File: src/rtl/ffa_pkg.sv
// shared constants, field widths and codes for the first-fit heap allocator
package ffa_pkg;

  localparam int HEAP_BYTES_DEF   = 4096;
  localparam int HEADER_BYTES_DEF = 16;
  localparam int ALIGN_BYTES_DEF  = 8;

  localparam int KIND_W   = 1;
  localparam int SIZE_W   = 12;
  localparam int ADDR_W   = 12;
  localparam int STATUS_W = 2;

  localparam logic [KIND_W-1:0] KIND_ALLOC = 1'b0;
  localparam logic [KIND_W-1:0] KIND_FREE  = 1'b1;

  localparam logic [STATUS_W-1:0] ST_ALLOCATED = 2'd0;
  localparam logic [STATUS_W-1:0] ST_NO_FIT    = 2'd1;
  localparam logic [STATUS_W-1:0] ST_FREED     = 2'd2;
  localparam logic [STATUS_W-1:0] ST_NOT_FOUND = 2'd3;

endpackage

File: src/rtl/ffa_ctrl.sv
// request sequencer: size rounding, chunk walk, split, merge and free
module ffa_ctrl #(
  parameter int HEAP_BYTES   = ffa_pkg::HEAP_BYTES_DEF,
  parameter int HEADER_BYTES = ffa_pkg::HEADER_BYTES_DEF,
  parameter int ALIGN_BYTES  = ffa_pkg::ALIGN_BYTES_DEF,
  parameter int IDX_W        = 9,
  parameter int ENT_W        = 13
) (
  input  logic                          clk,
  input  logic                          rst,
  input  logic                          req_valid,
  output logic                          req_ready,
  input  logic [ffa_pkg::KIND_W-1:0]    kind,
  input  logic [ffa_pkg::SIZE_W-1:0]    request_size,
  input  logic [ffa_pkg::ADDR_W-1:0]    address,
  output logic                          rsp_valid,
  input  logic                          rsp_ready,
  output logic [ffa_pkg::STATUS_W-1:0]  status,
  output logic [ffa_pkg::ADDR_W-1:0]    address_res,
  output logic                          mem_we,
  output logic [IDX_W-1:0]              mem_waddr,
  output logic [ENT_W-1:0]              mem_wdata,
  output logic [IDX_W-1:0]              mem_raddr,
  input  logic [ENT_W-1:0]              mem_rdata
);

  localparam int SizeW      = ffa_pkg::SIZE_W;
  localparam int LenW       = ENT_W - 1;
  localparam int OffW       = $clog2(HEAP_BYTES + 1);
  localparam int CW         = ((OffW > SizeW + 2) ? OffW : SizeW + 2) + 1;
  localparam int GranMix    = HEADER_BYTES | ALIGN_BYTES;
  localparam int GranShift  = $clog2(GranMix & (-GranMix));
  localparam int MaxChunks  = HEAP_BYTES / HEADER_BYTES;
  localparam int CntW       = $clog2(MaxChunks + 1);
  localparam int RoundShift = SizeW + 1 + $clog2(ALIGN_BYTES);
  localparam int ProdW      = SizeW + 1 + RoundShift;
  localparam logic [RoundShift-1:0] RoundMul =
    RoundShift'(((64'd1 << RoundShift) + 64'(ALIGN_BYTES) - 64'd1) / 64'(ALIGN_BYTES));

  localparam logic [3:0] S_INIT  = 4'd0;
  localparam logic [3:0] S_IDLE  = 4'd1;
  localparam logic [3:0] S_R1    = 4'd2;
  localparam logic [3:0] S_R2    = 4'd3;
  localparam logic [3:0] S_FETCH = 4'd4;
  localparam logic [3:0] S_CHK   = 4'd5;
  localparam logic [3:0] S_MCHK  = 4'd6;
  localparam logic [3:0] S_SPLIT = 4'd7;
  localparam logic [3:0] S_DONE  = 4'd8;

  localparam logic [CW-1:0] Hdr  = CW'(HEADER_BYTES);
  localparam logic [CW-1:0] Heap = CW'(HEAP_BYTES);

  logic [3:0]                     state, state_next;
  logic [CW-1:0]                  cur, cur_next;
  logic [CW-1:0]                  cur_len, cur_len_next;
  logic [CW-1:0]                  want, want_next;
  logic [ProdW-1:0]               prod, prod_next;
  logic [CW-1:0]                  split_off, split_off_next;
  logic [CW-1:0]                  split_len, split_len_next;
  logic [CntW-1:0]                count, count_next;
  logic [ffa_pkg::KIND_W-1:0]     op_kind, op_kind_next;
  logic [SizeW-1:0]               op_size, op_size_next;
  logic [ffa_pkg::ADDR_W-1:0]     op_addr, op_addr_next;
  logic [ffa_pkg::STATUS_W-1:0]   res_status, res_status_next;
  logic [ffa_pkg::ADDR_W-1:0]     res_addr, res_addr_next;

  logic [CW-1:0]      ent_len;
  logic               ent_free;
  logic [CW-1:0]      next_off;
  logic [CW-1:0]      payload;
  logic [CW-1:0]      merged_len;
  logic [CW-1:0]      cont_off;
  logic [CW-1:0]      rd_off;
  logic [CW-1:0]      wr_off;
  logic [CW-1:0]      rd_sh;
  logic [CW-1:0]      wr_sh;
  logic [SizeW:0]     round_in;
  logic [ProdW-1:0]   quot;
  logic               rsp_load;

  assign ent_len    = CW'(mem_rdata[LenW-1:0]);
  assign ent_free   = mem_rdata[LenW];
  assign next_off   = cur + Hdr + ent_len;
  assign payload    = cur + Hdr;
  assign merged_len = cur_len + ent_len + Hdr;
  assign round_in   = {1'b0, op_size} + (SizeW + 1)'(ALIGN_BYTES - 1);
  assign quot       = prod >> RoundShift;
  assign rsp_load   = (state == S_DONE) && (!rsp_valid || rsp_ready);
  assign req_ready  = (state == S_IDLE);

  assign rd_sh     = rd_off >> GranShift;
  assign wr_sh     = wr_off >> GranShift;
  assign mem_raddr = rd_sh[IDX_W-1:0];
  assign mem_waddr = wr_sh[IDX_W-1:0];

  // continuation point after a merge attempt
  always_comb begin
    if (ent_free) begin
      cont_off = cur + Hdr + merged_len;
    end else begin
      cont_off = cur + Hdr + cur_len;
    end
  end

  always_comb begin
    state_next      = state;
    cur_next        = cur;
    cur_len_next    = cur_len;
    want_next       = want;
    prod_next       = prod;
    split_off_next  = split_off;
    split_len_next  = split_len;
    count_next      = count;
    op_kind_next    = op_kind;
    op_size_next    = op_size;
    op_addr_next    = op_addr;
    res_status_next = res_status;
    res_addr_next   = res_addr;
    mem_we          = 1'b0;
    wr_off          = cur;
    mem_wdata       = {1'b0, ent_len[LenW-1:0]};
    rd_off          = cur;

    unique case (state)
      S_INIT: begin
        mem_we     = 1'b1;
        wr_off     = '0;
        mem_wdata  = {1'b1, LenW'(HEAP_BYTES - HEADER_BYTES)};
        count_next = CntW'(1);
        state_next = S_IDLE;
      end
      S_IDLE: begin
        if (req_valid) begin
          op_kind_next = kind;
          op_size_next = request_size;
          op_addr_next = address;
          cur_next     = '0;
          if (kind == ffa_pkg::KIND_ALLOC) begin
            state_next = S_R1;
          end else begin
            state_next = S_FETCH;
          end
        end
      end
      S_R1: begin
        prod_next  = ProdW'(round_in) * ProdW'(RoundMul);
        state_next = S_R2;
      end
      S_R2: begin
        want_next  = CW'(quot[SizeW:0]) * CW'(ALIGN_BYTES);
        state_next = S_CHK;
      end
      S_FETCH: begin
        state_next = S_CHK;
      end
      S_CHK: begin
        rd_off = next_off;
        if (op_kind == ffa_pkg::KIND_FREE) begin
          if (payload == CW'(op_addr)) begin
            mem_we          = 1'b1;
            mem_wdata       = {1'b1, ent_len[LenW-1:0]};
            res_status_next = ffa_pkg::ST_FREED;
            res_addr_next   = '0;
            state_next      = S_DONE;
          end else if (next_off == Heap) begin
            res_status_next = ffa_pkg::ST_NOT_FOUND;
            res_addr_next   = '0;
            state_next      = S_DONE;
          end else begin
            cur_next = next_off;
          end
        end else if (ent_free && ent_len == want) begin
          mem_we          = 1'b1;
          mem_wdata       = {1'b0, ent_len[LenW-1:0]};
          res_status_next = ffa_pkg::ST_ALLOCATED;
          res_addr_next   = payload[ffa_pkg::ADDR_W-1:0];
          state_next      = S_DONE;
        end else if (ent_free && ent_len >= want + Hdr && count < CntW'(MaxChunks)) begin
          mem_we          = 1'b1;
          mem_wdata       = {1'b0, want[LenW-1:0]};
          split_off_next  = payload + want;
          split_len_next  = ent_len - want - Hdr;
          res_status_next = ffa_pkg::ST_ALLOCATED;
          res_addr_next   = payload[ffa_pkg::ADDR_W-1:0];
          state_next      = S_SPLIT;
        end else if (next_off == Heap) begin
          res_status_next = ffa_pkg::ST_NO_FIT;
          res_addr_next   = '0;
          state_next      = S_DONE;
        end else if (ent_free) begin
          cur_len_next = ent_len;
          state_next   = S_MCHK;
        end else begin
          cur_next = next_off;
        end
      end
      S_MCHK: begin
        rd_off = cont_off;
        if (ent_free) begin
          count_next = count - CntW'(1);
          mem_we     = 1'b1;
          mem_wdata  = {(merged_len != want), merged_len[LenW-1:0]};
        end
        if (ent_free && merged_len == want) begin
          res_status_next = ffa_pkg::ST_ALLOCATED;
          res_addr_next   = payload[ffa_pkg::ADDR_W-1:0];
          state_next      = S_DONE;
        end else if (cont_off == Heap) begin
          res_status_next = ffa_pkg::ST_NO_FIT;
          res_addr_next   = '0;
          state_next      = S_DONE;
        end else begin
          cur_next   = cont_off;
          state_next = S_CHK;
        end
      end
      S_SPLIT: begin
        mem_we     = 1'b1;
        wr_off     = split_off;
        mem_wdata  = {1'b1, split_len[LenW-1:0]};
        count_next = count + CntW'(1);
        state_next = S_DONE;
      end
      S_DONE: begin
        if (rsp_load) begin
          state_next = S_IDLE;
        end
      end
      default: begin
        state_next = S_IDLE;
      end
    endcase
  end

  always_ff @(posedge clk) begin
    if (rst) begin
      state     <= S_INIT;
      count     <= CntW'(1);
      rsp_valid <= 1'b0;
    end else begin
      state <= state_next;
      count <= count_next;
      if (rsp_load) begin
        rsp_valid <= 1'b1;
      end else if (rsp_ready) begin
        rsp_valid <= 1'b0;
      end
    end
  end

  always_ff @(posedge clk) begin
    cur        <= cur_next;
    cur_len    <= cur_len_next;
    want       <= want_next;
    prod       <= prod_next;
    split_off  <= split_off_next;
    split_len  <= split_len_next;
    op_kind    <= op_kind_next;
    op_size    <= op_size_next;
    op_addr    <= op_addr_next;
    res_status <= res_status_next;
    res_addr   <= res_addr_next;
    if (rsp_load) begin
      status      <= res_status;
      address_res <= res_addr;
    end
  end

endmodule

File: config.mk
export PLATFORM = sky130hd
export DESIGN_NAME = ffa_ctrl
export DESIGN_NICKNAME = d
export VERILOG_FILES = /design/src/rtl/ffa_pkg.sv /design/src/rtl/ffa_ctrl.sv
export SDC_FILE = /design/constraint.sdc
export NUM_CORES = 1
export LEC_CHECK = 0
export ABC_AREA = 1
export ABC_CLOCK_PERIOD_IN_PS = 12100
export BUFFER_PORTS_ARGS = -buffer_cell sky130_fd_sc_hd__buf_2
export CAP_MARGIN = 0
export CORE_MARGIN = 8
export CORE_UTILIZATION = 25
export DETAILED_ROUTE_END_ITERATION = 8
export MAX_ROUTING_LAYER = met4
export PLACE_DENSITY_LB_ADDON = 0.2
export SYNTH_ARGS = -nofsm -noshare
export SYNTH_HDL_FRONTEND = slang
export SYNTH_SLANG_ARGS = --single-unit
File: constraint.sdc
create_clock -name clk -period 12.1 [get_ports clk]
set_clock_uncertainty 0.1 [all_clocks]
set_input_delay 1.815 -clock clk [delete_from_list [all_inputs] [get_ports clk]]
set_output_delay 1.815 -clock clk [all_outputs]
set_load 0.02 [all_outputs]
==> flow_results.org, run 1 <==
** Status
- The run finished with clean final reports.

** Pwr
- The design draws ~2.0 mW.
- VDD IR max :: around 64 uV
- Cell leakage power :: roughly 5.6 nW
- PD cells :: 164.2 nW/um2

** Setup path
- Required time at the worst-slack endpoint :: 10,180 ps
- STA classifies the critical path endpoint as an output port.
- In this run the worst path has a maximum fanout of 11.
- Arrival @ worst endpoint :: between 5000 and 6000 ps
- Reg2reg path depth :: 25
- CP Launch Type :: primary input
- Crit Path Class :: in -> out

** Clocking
- The H-tree generated during clock tree synthesis spans 4 levels.
- The clock passes through at most 2 buffers.
- Clock root buffer :: sky130_fd_sc_hd__clkbuf_16
- Post-CTS setup buffer count :: 0
- CTS Buf Count :: 17
- For this design, the CTS-stage hold fixing added 0 buffers.
- Clk Latency, worst-skew pair :: roughly 450 ps
- TritonCTS built the clock tree.
- Counting every sink on the clock net gives ~140.
- Clock-pin slew was measured on the worst setup and hold paths at around 70 ps.
- Number of cells upsized or downsized after cts :: 0

** Synth
- Post-synth EDFFs :: approximately 120
- Top post-synthesis cells by count :: 329 x sky130_fd_sc_hd__nand2_1, 194 x sky130_fd_sc_hd__inv_1, 122 x sky130_fd_sc_hd__nor2_1
- Synth async-reset ratio :: 0
- Top post-synthesis cells by area :: sky130_fd_sc_hd__edfxtp_1 34%, sky130_fd_sc_hd__nand2_1 12%, sky130_fd_sc_hd__ha_1 11%, sky130_fd_sc_hd__inv_1 6.9%, sky130_fd_sc_hd__nor2_1 4.3%
- Yosys warns :: 0
- Post-synthesis area per instance :: ~7.8 um2
- Netlist Area Pre-Place :: about 11,000 um2
- Synthesis inferred ~140 register bits.
- The synthesized design spends more area on one cell type than any other, namely sky130_fd_sc_hd__edfxtp_1.
- Synthesized netlist cell count :: roughly 1,400
- Top-count cell post-synth :: sky130_fd_sc_hd__nand2_1
- Of the synthesized area, sequential elements account for 0.3715.
- Synth Net Count :: 1,498
- Count of different cell masters after synthesis :: around 50
- The share of synthesized area in the top cell type comes to 0.3449.
- Top flip-flop cell by instance count after synthesis :: sky130_fd_sc_hd__edfxtp_1

** Placement
- I/O Buffers :: between 80 and 90
- Including well taps, the total number of placed cells is approximately 2,000.
- Detailed-placement wirelength estimate :: between 20 and 30 mm
- At the placement stage, the worst setup path has a slack of around 4600 ps.
- In this run the cell area measured after placement is approximately 12,000 um2.
- Final RePlAce weighted congestion :: 0.8769

** Floorplan
- Core Footprint :: around 42,000 um2
- Full die area :: 48,970 um2
- IO Count :: 90
- Rows :: 75
- The initial utilization of the core area, before any placement, comes to 0.2523.
- Die Y-Extent :: approximately 220 um
- The die is approximately 220 um wide.

** Global route
- Overflow after GRT :: 0
- The number of global-route vias before repair is approximately 9,400.
- All-layer global routing usage :: 0.1536
- Maximum number of pins on one net before global-route repair :: 28
- The first global-routing pass estimated around 56 mm of wire.
- Initial antenna violation count :: 1

** Worst hold path
- Worst min-delay path class :: reg -> reg
- Hold-critical path depth :: 0

** STA
- Counting I/O delays and the setup requirement, the final critical path takes about 7500 ps.
- Once routing completed, OpenROAD measured the worst setup slack at between 4000 and 5000 ps.
- Share of the clock period used by the worst path after layout :: 0.6219
- Hold timing on the final database bottoms out at a slack of around 320 ps.
- Setup repair after global routing left no endpoint under its margin.
- Slew at the pin closest to its max-slew limit :: approximately 1000 ps
- Based on the critical path, the design can be clocked at up to 132.9 MHz.
- Pins over their slew limit :: 0
- Final hold violation count :: 0
- Final-report setup violation count :: 0
- Max-slew headroom at the worst pin :: 0.3182
- In the final timing run, aggregate negative setup slack is 0 ps.

** Job
- The tool flagged a number of max-cap violations equal to 0.

** Drt
- 1st-iter DRT viols :: ~740
- Routed via count :: roughly 9,400
- For this run, design rule violations remaining after detail routing come to 0.
- The final layout contains routed wiring with a total length of ~37 mm.
- The pre-antenna-repair detailed-routing pass consisted of 5 iterations.
- Using the TritonRoute via totals, the vias-per-cell ratio works out to 4.697.
- Remaining number of nets flagged by the antenna check after routing :: 0
- Per-cell routed wire length :: around 18 um

** Final layout
- Final Instance Count excl. Fillers :: roughly 2,000
- Final core utilization :: 0.2933
- Synthesis-to-layout area growth :: 16.26%
- Share of post-route cells with drive strength above 1 :: 0.1234
- Finished layout cell area :: roughly 12,000 um2
- The net count of the finished layout is 1,595.
## cells in the final DEF, fill, tap and decap left out, types with 14 or more instances in the layout
| cell type | count |
|---|---|
| sky130_fd_sc_hd__a21oi_1 | 80 |
| sky130_fd_sc_hd__buf_2 | 89 |
| sky130_fd_sc_hd__clkbuf_16 | 17 |
| sky130_fd_sc_hd__dfxtp_1 | 14 |
| sky130_fd_sc_hd__edfxtp_1 | 121 |
| sky130_fd_sc_hd__ha_1 | 94 |
| sky130_fd_sc_hd__inv_1 | 194 |
| sky130_fd_sc_hd__nand2_1 | 329 |
| sky130_fd_sc_hd__nand3_1 | 89 |
| sky130_fd_sc_hd__nand4_1 | 21 |
| sky130_fd_sc_hd__nor2_1 | 120 |
| sky130_fd_sc_hd__o21ai_0 | 58 |
| sky130_fd_sc_hd__o21bai_1 | 15 |
| sky130_fd_sc_hd__xnor2_1 | 16 |
| sky130_fd_sc_hd__xor2_1 | 44 |
## cell type report
cell class                      instances  area, um2
Timing Repair Buffer                  102      543.0
Clock inverter                         14      155.1
Multi-Input combinational cell        993       5749
Inverter                              205      772.0
Antenna cell                            1      2.502
Clock buffer                           18      439.2
Sequential cell                       135       3914
Tap cell                              539      674.4
Fill cell                            4532      29510
## registers in the layout, indices dropped and copies added (netlist names)
name and count:
want 10, op_kind 1, address_res 12, res_addr 12, res_status 2, op_addr 12
split_off 9, rsp_valid 1, split_len 12, cur_len 12, op_size 12, prod 10
status 2, count 9, cur 15, state 4
## kinds of logic (layout without fill, tap and decap cells)
group,Yosys count,count (layout),share of synthesized area
compound gates,216,216,0.1182
xor+xnor,61,61,0.05201
fa+ha+maj,99,99,0.1211
buf+inv,229,339,0.08384
flops,135,135,0.3715
other cells,0,1,0
simple gates,617,617,0.2534
## layer usage
layer	global-route usage	routed length, um
met5	-	0
met2	0.2418	16510
met1	0.2010	17600
met4	0.04090	701
met3	0.02857	1804
## worst max-delay path, stage by stage
cell                       delay (ps)
sky130_fd_sc_hd__buf_2            180
sky130_fd_sc_hd__ha_1             310
sky130_fd_sc_hd__ha_1             190
sky130_fd_sc_hd__inv_1             60
sky130_fd_sc_hd__fa_1             400
sky130_fd_sc_hd__inv_1            150
sky130_fd_sc_hd__nand3_1           90
sky130_fd_sc_hd__nand3_1          140
sky130_fd_sc_hd__xor2_1           210
sky130_fd_sc_hd__inv_1             80
sky130_fd_sc_hd__nand2_1          110
sky130_fd_sc_hd__o21ai_0          120
sky130_fd_sc_hd__inv_1            120
sky130_fd_sc_hd__ha_1             310
sky130_fd_sc_hd__a21oi_1          200
sky130_fd_sc_hd__o21ai_0          150
sky130_fd_sc_hd__a21oi_1          230
sky130_fd_sc_hd__xor2_1           210
sky130_fd_sc_hd__o22ai_1          140
sky130_fd_sc_hd__o21bai_1         190
sky130_fd_sc_hd__buf_2            190
## worst paths after layout
kind / start / slack [ps] / to
max: mem_rdata[1] / 4580 / mem_raddr[3]
min: prod[20] / 320 / want[7]
max reg2reg: cur_len[1] / 6900 / res_status[0]
min reg2reg: prod[20] / 320 / want[7]
## where the power goes
part           switching [mW]  leakage [nW]  internal [mW]
registers              0.0429          1.22          0.566
clock network           0.241         0.283          0.298
logic                   0.592          4.09          0.272
Power figures use the tool's default switching activity.
==> inputs of run 2 (changes only) <==
ABC_AREA = 0   (was 1)
ABC_CLOCK_PERIOD_IN_PS = 7250   (was 12100)
clock period = 7.25 ns   (was 12.1 ns; I/O delays follow)
==> run 2 against run 1 <==
  * Area after synthesis is 2.4% lower
  * Highest routed layer unchanged
  * Core utilization is 0.16 points higher
  * Largest cell class unchanged
  * Clock power is 72% higher
  * Critical endpoint is now mem_raddr[8]
  * Largest power group is now registers
  * First-iteration DRC count is 20% lower
  * Worst hold slack worse by 3.0 ps
==> flow_results.org, run 2 <==
** Status
- The flow ran to the end, and the final reports show no timing, DRC or antenna violations.

** Setup path
- Maximum fanout encountered on the critical timing path :: 10 (-1)
- CP Launch Type :: primary input
- The number of buffers and inverters on the critical path came to 3 (-3).
- Crit path capture type :: output port
- Counting stages on the worst path, the most repeated cell is sky130_fd_sc_hd__ha_1.
- The worst setup path is of the in -> out kind.
- The data arrival time of the critical path was 5580 ps (-30 ps).
- Required time at the worst-slack endpoint :: 6060 ps (-4120 ps)
- Crit-path max cell delay :: 570 ps (+170 ps)
- Slowest cell on the critical path :: sky130_fd_sc_hd__a2111oi_1
- Family with the most delay on the worst path :: compound AO/OA/AOI/OAI gates
- The critical path goes through buf_2 -> ha_1 -> ha_1 -> inv_1 -> fa_1 -> nor2b_1 -> o2111ai_1 -> and3_1 -> xnor2_1 -> mux2_2 -> ha_1 -> and2_1 -> nor4b_1 -> a2111oi_1 -> o21ai_0 -> xnor2_1 -> o2bb2ai_1 -> a21o_1 -> buf_2.

** Global route
- Initial antenna violation count :: 1 (unchanged)
- Wire length of the first global-routing pass :: 53.96 mm (-3.8%)
- Maximum number of pins on one net before global-route repair :: 30 (+7.1%)
- Number of global-route vias before repair :: 8,601 (-8.6%)
- Overflow after GRT :: 0 (unchanged)
- All-layer global routing usage :: 0.1563 (+0.002686)

** Final layout
- The final net count is 1,308 (-18%).
- The flip-flop count of the largest register after layout was 15 (unchanged).
- More flip-flops sit in one register than any other, and that register is cur.
- The fraction of layout cells with a size suffix above 1 is 0.1407 (+0.01730).
- Compared with the post-synthesis result, the final layout area differs by 16.81%.
- Number of inserted filler cells in the final layout :: 4,344 (-4.1%)
- Most used cells in the layout excluding fill and tap cells :: 121 x sky130_fd_sc_hd__edfxtp_1, 94 x sky130_fd_sc_hd__ha_1, 89 x sky130_fd_sc_hd__buf_2
- The final non-filler cell area is 12,020 um2 (-1.9%).
- Leaving out fill and tap cells, the most frequent cell in the layout is sky130_fd_sc_hd__edfxtp_1.

** Drt
- The number of iterations in the first detailed-routing pass came to 6 (+1).
- The overall via count from detail_route came to 8,621 (-8.5%).
- Per-cell routed wire length :: 21.33 um (+17%)
- The number of remaining DRC errors was 0 (unchanged).
- Post-detailed-route via-to-cell ratio :: 5.033 (+7.1%)
- The routed wire length is 36.54 mm (-0.21%).
- 1st-iter DRT viols :: 590 (-20%)
- The number of antenna-violating nets in the routed design was 0 (unchanged).

** Clocking
- The number of buffers created by CTS was 17 (unchanged).
- CTS H-tree lvls :: 4 (unchanged)
- Number of clock sinks seen by CTS :: 135 (unchanged)
- TritonCTS clock tree :: done
- The count of hold buffers inserted by post-cts repair is 0 (unchanged).
- Number of cells upsized or downsized after cts :: 0 (unchanged)
- The clock input transition at the sequential cells of the worst setup and hold paths came to 60 ps (about the same).
- Clock root buffer :: sky130_fd_sc_hd__clkbuf_16
- The clock latency on the worst-skew pair came to 430 ps (-20 ps).
- Post-CTS setup buffer count :: 0 (unchanged)
- The worst-case clock buffer depth came to 2 (unchanged).

** Synth
- Proportion of netlist area held by the largest area contributor :: 0.3532 (+0.008390)
- The count of warnings emitted by yosys came to 0 (unchanged).
- Among all flip-flop cells after synthesis, the most frequent one is sky130_fd_sc_hd__edfxtp_1.
- The fraction of registers with async set/reset is 0 (unchanged).
- Ranked by total cell area, the synthesized netlist is headed by sky130_fd_sc_hd__edfxtp_1 35%, sky130_fd_sc_hd__ha_1 11%, sky130_fd_sc_hd__xnor2_1 5.3%, sky130_fd_sc_hd__a21oi_1 3.5%, sky130_fd_sc_hd__nor2_1 3.1%.
- The netlist area before placement came to 10,290 um2 (-2.4%).
- The number of synthesized flops with an enable pin came to 121 (unchanged).
- Synth Net Count :: 1,219 (-19%)
- Total of flip-flops plus latches after synthesis :: 135 (unchanged)
- Top-count cell post-synth :: sky130_fd_sc_hd__edfxtp_1
- The average instance area after synthesis is 9.542 um2 (+23%).
- The number of distinct library cells after synthesis was 84 (+65%).
- Synthesized netlist cell count :: 1,078 (-21%)
- Share of synthesized area occupied by flip-flops and latches :: 0.3805 (+0.009037)
- Most area-hungry cell type in the Yosys netlist :: sky130_fd_sc_hd__edfxtp_1
- Top post-synthesis cells by count :: 121 x sky130_fd_sc_hd__edfxtp_1, 94 x sky130_fd_sc_hd__ha_1, 85 x sky130_fd_sc_hd__nor2_1

** STA
- Max-slew headroom at the worst pin :: 0.1897 (-0.1284)
- The routed design could run at a clock period as short as roughly 6800 ps.
- The number of setup violations in the final report came to 0 (unchanged).
- Worst path setup slack after routing :: 479.4 ps (-4096 ps)
- The final number of hold-violating endpoints was 0 (unchanged).
- The slew at the pin with the worst max-slew slack came to 1211 ps (+192.3 ps).
- Pins over their slew limit :: 0 (unchanged)
- The sum of negative setup slack was 0 ps (unchanged).
- Setup repair after global routing left no endpoint under its margin.
- Dividing the final minimum period by the clock period gives 0.9339.
- Static timing analysis puts the maximum clock frequency at around 150 MHz.

** Placement
- Final RePlAce weighted congestion :: 0.9058 (+3.3%)
- The worst setup slack before clock tree synthesis came to 475.4 ps (-4088 ps).
- The half-perimeter wire length after detailed placement came to 28.62 mm (-2.2%).
- I/O Buffers :: 89 (unchanged)
- Instance area at placement :: 11,400 um2 (-2.2%)

** Pwr
- PD cells :: 215.7 nW/um2 (+31%)
- The worst-case vdd ir drop came to 170.8 uV (+170%).
- Cell leakage power :: 4.722 nW (-16%)
- Overall power consumption :: 2.592 mW (+29%)

** Floorplan
- The core region area was 40,740 um2 (-2.4%).
- The die extent in y was 218.8 um (-1.1%).
- Full die area :: 47,890 um2 (-2.2%)
- Starting density of the core :: 0.2525 (about the same)
- The top-level port count was 90 (unchanged).
- Rows :: 74 (-1.3%)
- The horizontal extent of the die is 218.8 um (-1.1%).

** Job
- Number of max-cap violations :: 0 (unchanged)

** Worst hold path
- Worst min-delay path class :: reg -> reg
[run 2: cell types whose count changed after synthesis, moves of 25 or more]
| cell | delta |
|---|---|
| sky130_fd_sc_hd__nor2_1 | -37 |
| sky130_fd_sc_hd__xnor2_1 | +46 |
| sky130_fd_sc_hd__nand2_1 | -256 |
| sky130_fd_sc_hd__a21o_1 | +25 |
| sky130_fd_sc_hd__inv_1 | -119 |
| sky130_fd_sc_hd__nand3_1 | -59 |
[run 2: path summary, 6_finish.rpt]
path,depth (start not counted),startpoint,end,slack [ps]
worst min register to register,0,prod[23],want[10],320
worst min-delay path,0,prod[23],want[10],320
worst max register to register,19,cur_len[1],cur[3],1420
worst max-delay path,19,mem_rdata[1],mem_raddr[8],480
[run 2: where the power goes]
part | internal (mW) | leakage, nW | total [mW] | switching [mW]
Combinational | 0.278 | 3.21 | 0.738 | 0.460
Sequential | 0.886 | 1.22 | 0.927 | 0.0411
Clock | 0.574 | 0.294 | 0.927 | 0.354
Total | 1.74 | 4.72 | 2.59 | 0.854
[run 2: layout make-up]
cell class	count	area (um2)	share of cell area
multi-input cells	827	5932	0.4937
flip-flops and latches	135	3914	0.3257
well taps	532	665.6	0.05540
repair buffers	110	603.1	0.05019
clock buffers	19	432.9	0.03603
inverters	76	285.3	0.02374
clock inverters	13	180.2	0.01500
diodes	1	2.502	0.0002083
[run 2: cell families after synthesis]
family | synth area share
AND/OR/NAND/NOR | 0.1578
buffers and inverters | 0.04416
adder cells (fa/ha/maj) | 0.1241
multiplexers | 0.008271
AO/OA/AOI/OAI | 0.1995
XOR/XNOR | 0.08576
flip-flops | 0.3805
[run 2: stage by stage]
step	cells	util	hold slack, ps
5_1_grt	1713	0.2949	320.9
3_5_place_dp	1680	0.2798	306.3
6_report	1713	0.2949	315.6
4_1_cts	1712	0.2949	316.7
3_3_place_gp	1680	0.2798	301.9
2_1_floorplan	1078	-	300.3
[run 2: routing by layer]
layer	vias to the layer above	wire, um	global-route usage
li1	4178	-	-
met2	241	16560	0.2371
met3	56	1926	0.03470
met1	4146	16810	0.1997
met4	0	1234	0.06517
met5	-	0	-
==> inputs of run 3 (changes only) <==
ABC_AREA = 1   (was 0)
PLACE_DENSITY_LB_ADDON = 0.3   (was 0.2)
REMOVE_ABC_BUFFERS = 1   (was default)
==> run 3 against run 2 <==
  * Combinational power grew 94%
  * Die area grew 2.3%
  * Sequential share of layout area decreased by 0.59 points
  * Fmax increased by 6.9%
  * Worst setup slack improved by 440 ps
  * Design area grew 1.9%
  * First-iteration DRC count up 6.4%
  * Sequential power grew 9%
  * Critical path type unchanged
  * Largest cell class unchanged
==> flow_results.org, run 3 (synthesized netlist as in run 1, its figures left out) <==
** Final layout
- Synthesis-to-layout area growth :: 16.15%
- Finished layout cell area :: 12,240 um2 (+1.9%)
- Largest register by flop count :: cur
- Number of inserted filler cells in the final layout :: 4,470 (+2.9%)
- Leaving out fill and tap cells, the most frequent cells in the layout are 329 x sky130_fd_sc_hd__nand2_1, 194 x sky130_fd_sc_hd__inv_1, 121 x sky130_fd_sc_hd__edfxtp_1.
- Flip-flop count of the largest register after layout :: 15 (unchanged)
- Share of post-route cells with drive strength above 1 :: 0.1220 (-0.01866)
- The non-filler instance count after layout was 2,009 (+17%).
- Leaving out fill and tap cells, the most frequent cell in the layout is sky130_fd_sc_hd__nand2_1.
- The final net count was 1,595 (+22%).

** Floorplan
- Die Width :: 221.3 um (+1.1%)
- The die outline area is 48,970 um2 (+2.3%).
- The die extent in y was 221.3 um (+1.1%).
- Rows :: 75 (+1.4%)
- Core Footprint :: 41,760 um2 (+2.5%)
- The effective utilization at floorplan is 0.2523 (about the same).
- IO Count :: 90 (unchanged)

** Clocking
- TritonCTS clock tree :: done
- The number of buffers created by CTS is 17 (unchanged).
- The sink count of the clock tree came to 135 (unchanged).
- The count of hold buffers inserted by post-cts repair came to 0 (unchanged).
- The worst-case clock buffer depth was 2 (unchanged).
- The deepest level of the CTS H-tree came to 4 (unchanged).
- Clk Latency, worst-skew pair :: 440 ps (about the same)
- The clock input transition at the sequential cells of the worst setup and hold paths is 70 ps (about the same).
- The root buffer cell chosen for the clock tree is sky130_fd_sc_hd__clkbuf_16.
- Number of cells upsized or downsized after cts :: 0 (unchanged)
- Post-CTS setup buffer count :: 0 (unchanged)

** Status
- Status :: finished clean

** Global route
- The total congestion overflow is 0 (unchanged).
- The initial antenna violation count was 2 (+1).
- Wire length of the first global-routing pass :: 54.89 mm (+1.7%)
- Number of global-route vias before repair :: 9,597 (+12%)
- Maximum number of pins on one net before global-route repair :: 27 (-10%)
- All-layer global routing usage :: 0.1495 (-0.006801)

** Pwr
- The power density over the cells is 272.2 nW/um2 (+26%).
- The sum of internal, switching and leakage power is 3.332 mW (+29%).
- The worst-case vdd ir drop was 151.1 uV (-12%).
- The standby leakage power is 5.581 nW (+18%).

** Setup path
- The most numerous cell type found on the critical path is sky130_fd_sc_hd__inv_1.
- Number of buffers and inverters on the critical path :: 6 (+3)
- Traced cell by cell, the critical path runs through buf_2 -> ha_1 -> ha_1 -> inv_1 -> fa_1 -> inv_1 -> nand3_1 -> nand3_1 -> xor2_1 -> inv_1 -> nand2_1 -> o21ai_0 -> inv_1 -> ha_1 -> a21oi_1 -> o21ai_0 -> a21oi_1 -> xor2_1 -> o22ai_1 -> o21bai_1 -> buf_2.
- The biggest cell delay along the critical path was 410 ps (-160 ps).
- The peak fanout along the critical path came to 11 (+1).
- The worst setup path is of the in -> out kind.
- CP Launch Type :: primary input
- Arrival @ worst endpoint :: 5150 ps (-430 ps)
- The worst setup path is captured at an output port.
- Flop-to-flop setup slack :: 1820 ps (+400 ps)
- Family with the most delay on the worst path :: compound AO/OA/AOI/OAI gates
- Required time at the worst-slack endpoint :: 6060 ps (about the same)
- Slowest cell on the critical path :: sky130_fd_sc_hd__fa_1

** Drt
- Detailed-route wire length :: 35.58 mm (-2.6%)
- Routed via count :: 9,464 (+9.8%)
- Per-cell routed wire length :: 17.71 um (-17%)
- 1st-iter DRT viols :: 628 (+6.4%)
- The ratio of routed vias to standard cells came to 4.711 (-6.4%).
- The number of remaining DRC errors came to 0 (unchanged).
- Remaining number of nets flagged by the antenna check after routing :: 0 (unchanged)
- Iteration count of the initial detailed-routing pass :: 6 (unchanged)

** STA
- Final-layout setup total negative slack :: 0 ps (unchanged)
- Worst path setup slack after routing :: 914.7 ps (+435.2 ps)
- The peak clock frequency supported by timing came to 157.8 MHz (+6.9%).
- RSZ-0062 raised after global routing :: false
- The slew at the pin with the worst max-slew slack was 1087 ps (-124.4 ps).
- The number of setup violations in the final report was 0 (unchanged).
- The final number of hold-violating endpoints came to 0 (unchanged).
- The relative slew slack is 0.2746 (+0.08490).
- The minimum clock period after layout is 6335 ps (-435.2 ps).
- Pins over their slew limit :: 0 (unchanged)
- The final clock period utilization by the worst path is 0.8738 (-0.06003).

** Placement
- The half-perimeter wire length after detailed placement came to 28.52 mm (-0.35%).
- Worst slack at placement :: 853.1 ps (+377.7 ps)
- Instance area at placement :: 11,650 um2 (+2.2%)
- The number of instances in the placed design was 1,974 (+18%).
- The quantity of I/O buffers inserted on ports is 89 (unchanged).
- Final RePlAce weighted congestion :: 0.9087 (+0.32%)

** Worst hold path
- The path class of the tightest hold or removal check is reg -> reg.

** Job
- Number of max-cap violations :: 0 (unchanged)
## run 3: changes by cell type in the layout (fill, tap and decap cells not counted), moves of 14 or more
cell / change
sky130_fd_sc_hd__nand2_1: +256
sky130_fd_sc_hd__inv_1: +119
sky130_fd_sc_hd__nand3_1: +59
sky130_fd_sc_hd__xnor2_1: -46
sky130_fd_sc_hd__nor2_1: +38
sky130_fd_sc_hd__a21o_1: -25
sky130_fd_sc_hd__nor3_1: -22
sky130_fd_sc_hd__a22o_1: -18
sky130_fd_sc_hd__xor2_1: +15
sky130_fd_sc_hd__nand2b_1: -14
## run 3: layout make-up
type	instances	area, um2	area share
clock buffer	17	425.4	0.03476
tap	539	674.4	0.05511
clock inverter	15	152.6	0.01247
sequential	135	3914	0.3198
antenna	3	7.507	0.0006134
multi-input combinational	993	5749	0.4698
inverter	205	772.0	0.06308
timing repair buffer	102	543.0	0.04437
## run 3: worst paths after layout
| check | to | from | cells past startpoint |
|---|---|---|---|
| worst max-delay path | mem_raddr[3] | mem_rdata[1] | 21 |
| worst min register to register | want[8] | prod[21] | 0 |
| worst min-delay path | want[8] | prod[21] | 0 |
| worst max register to register | res_status[0] | cur_len[1] | 25 |
## run 3: layer usage
layer,wire length (um),track usage,vias up
li1,-,-,4732
met1,16280,0.1824,4463
met2,16980,0.2484,229
met3,1432,0.02592,40
met4,885,0.05015,0
met5,0,-,-
## run 3: where the power goes
group	switching [mW]	internal, mW	total (mW)	leakage, nW
logic	0.977	0.457	1.43	4.09
clock network	0.377	0.506	0.884	0.269
registers	0.0679	0.945	1.01	1.22
## run 3: worst reg2reg max path: cells and delay by family (launching register included)
kind            cells  cell delay [ps]
xor+xnor            2              460
simple gates       11             1750
compound gates      4              860
buf+inv             4              360
fa+ha+maj           4             1220
flops               1              400
## run 3: metrics by stage
step | util | hold WS (ps)
after floorplan | - | 300.3
after global placement | 0.2790 | 307.4
after detailed placement | 0.2790 | 305.4
after CTS | 0.2929 | 314.2
after global routing | 0.2930 | 330.5
final | 0.2931 | 311.3
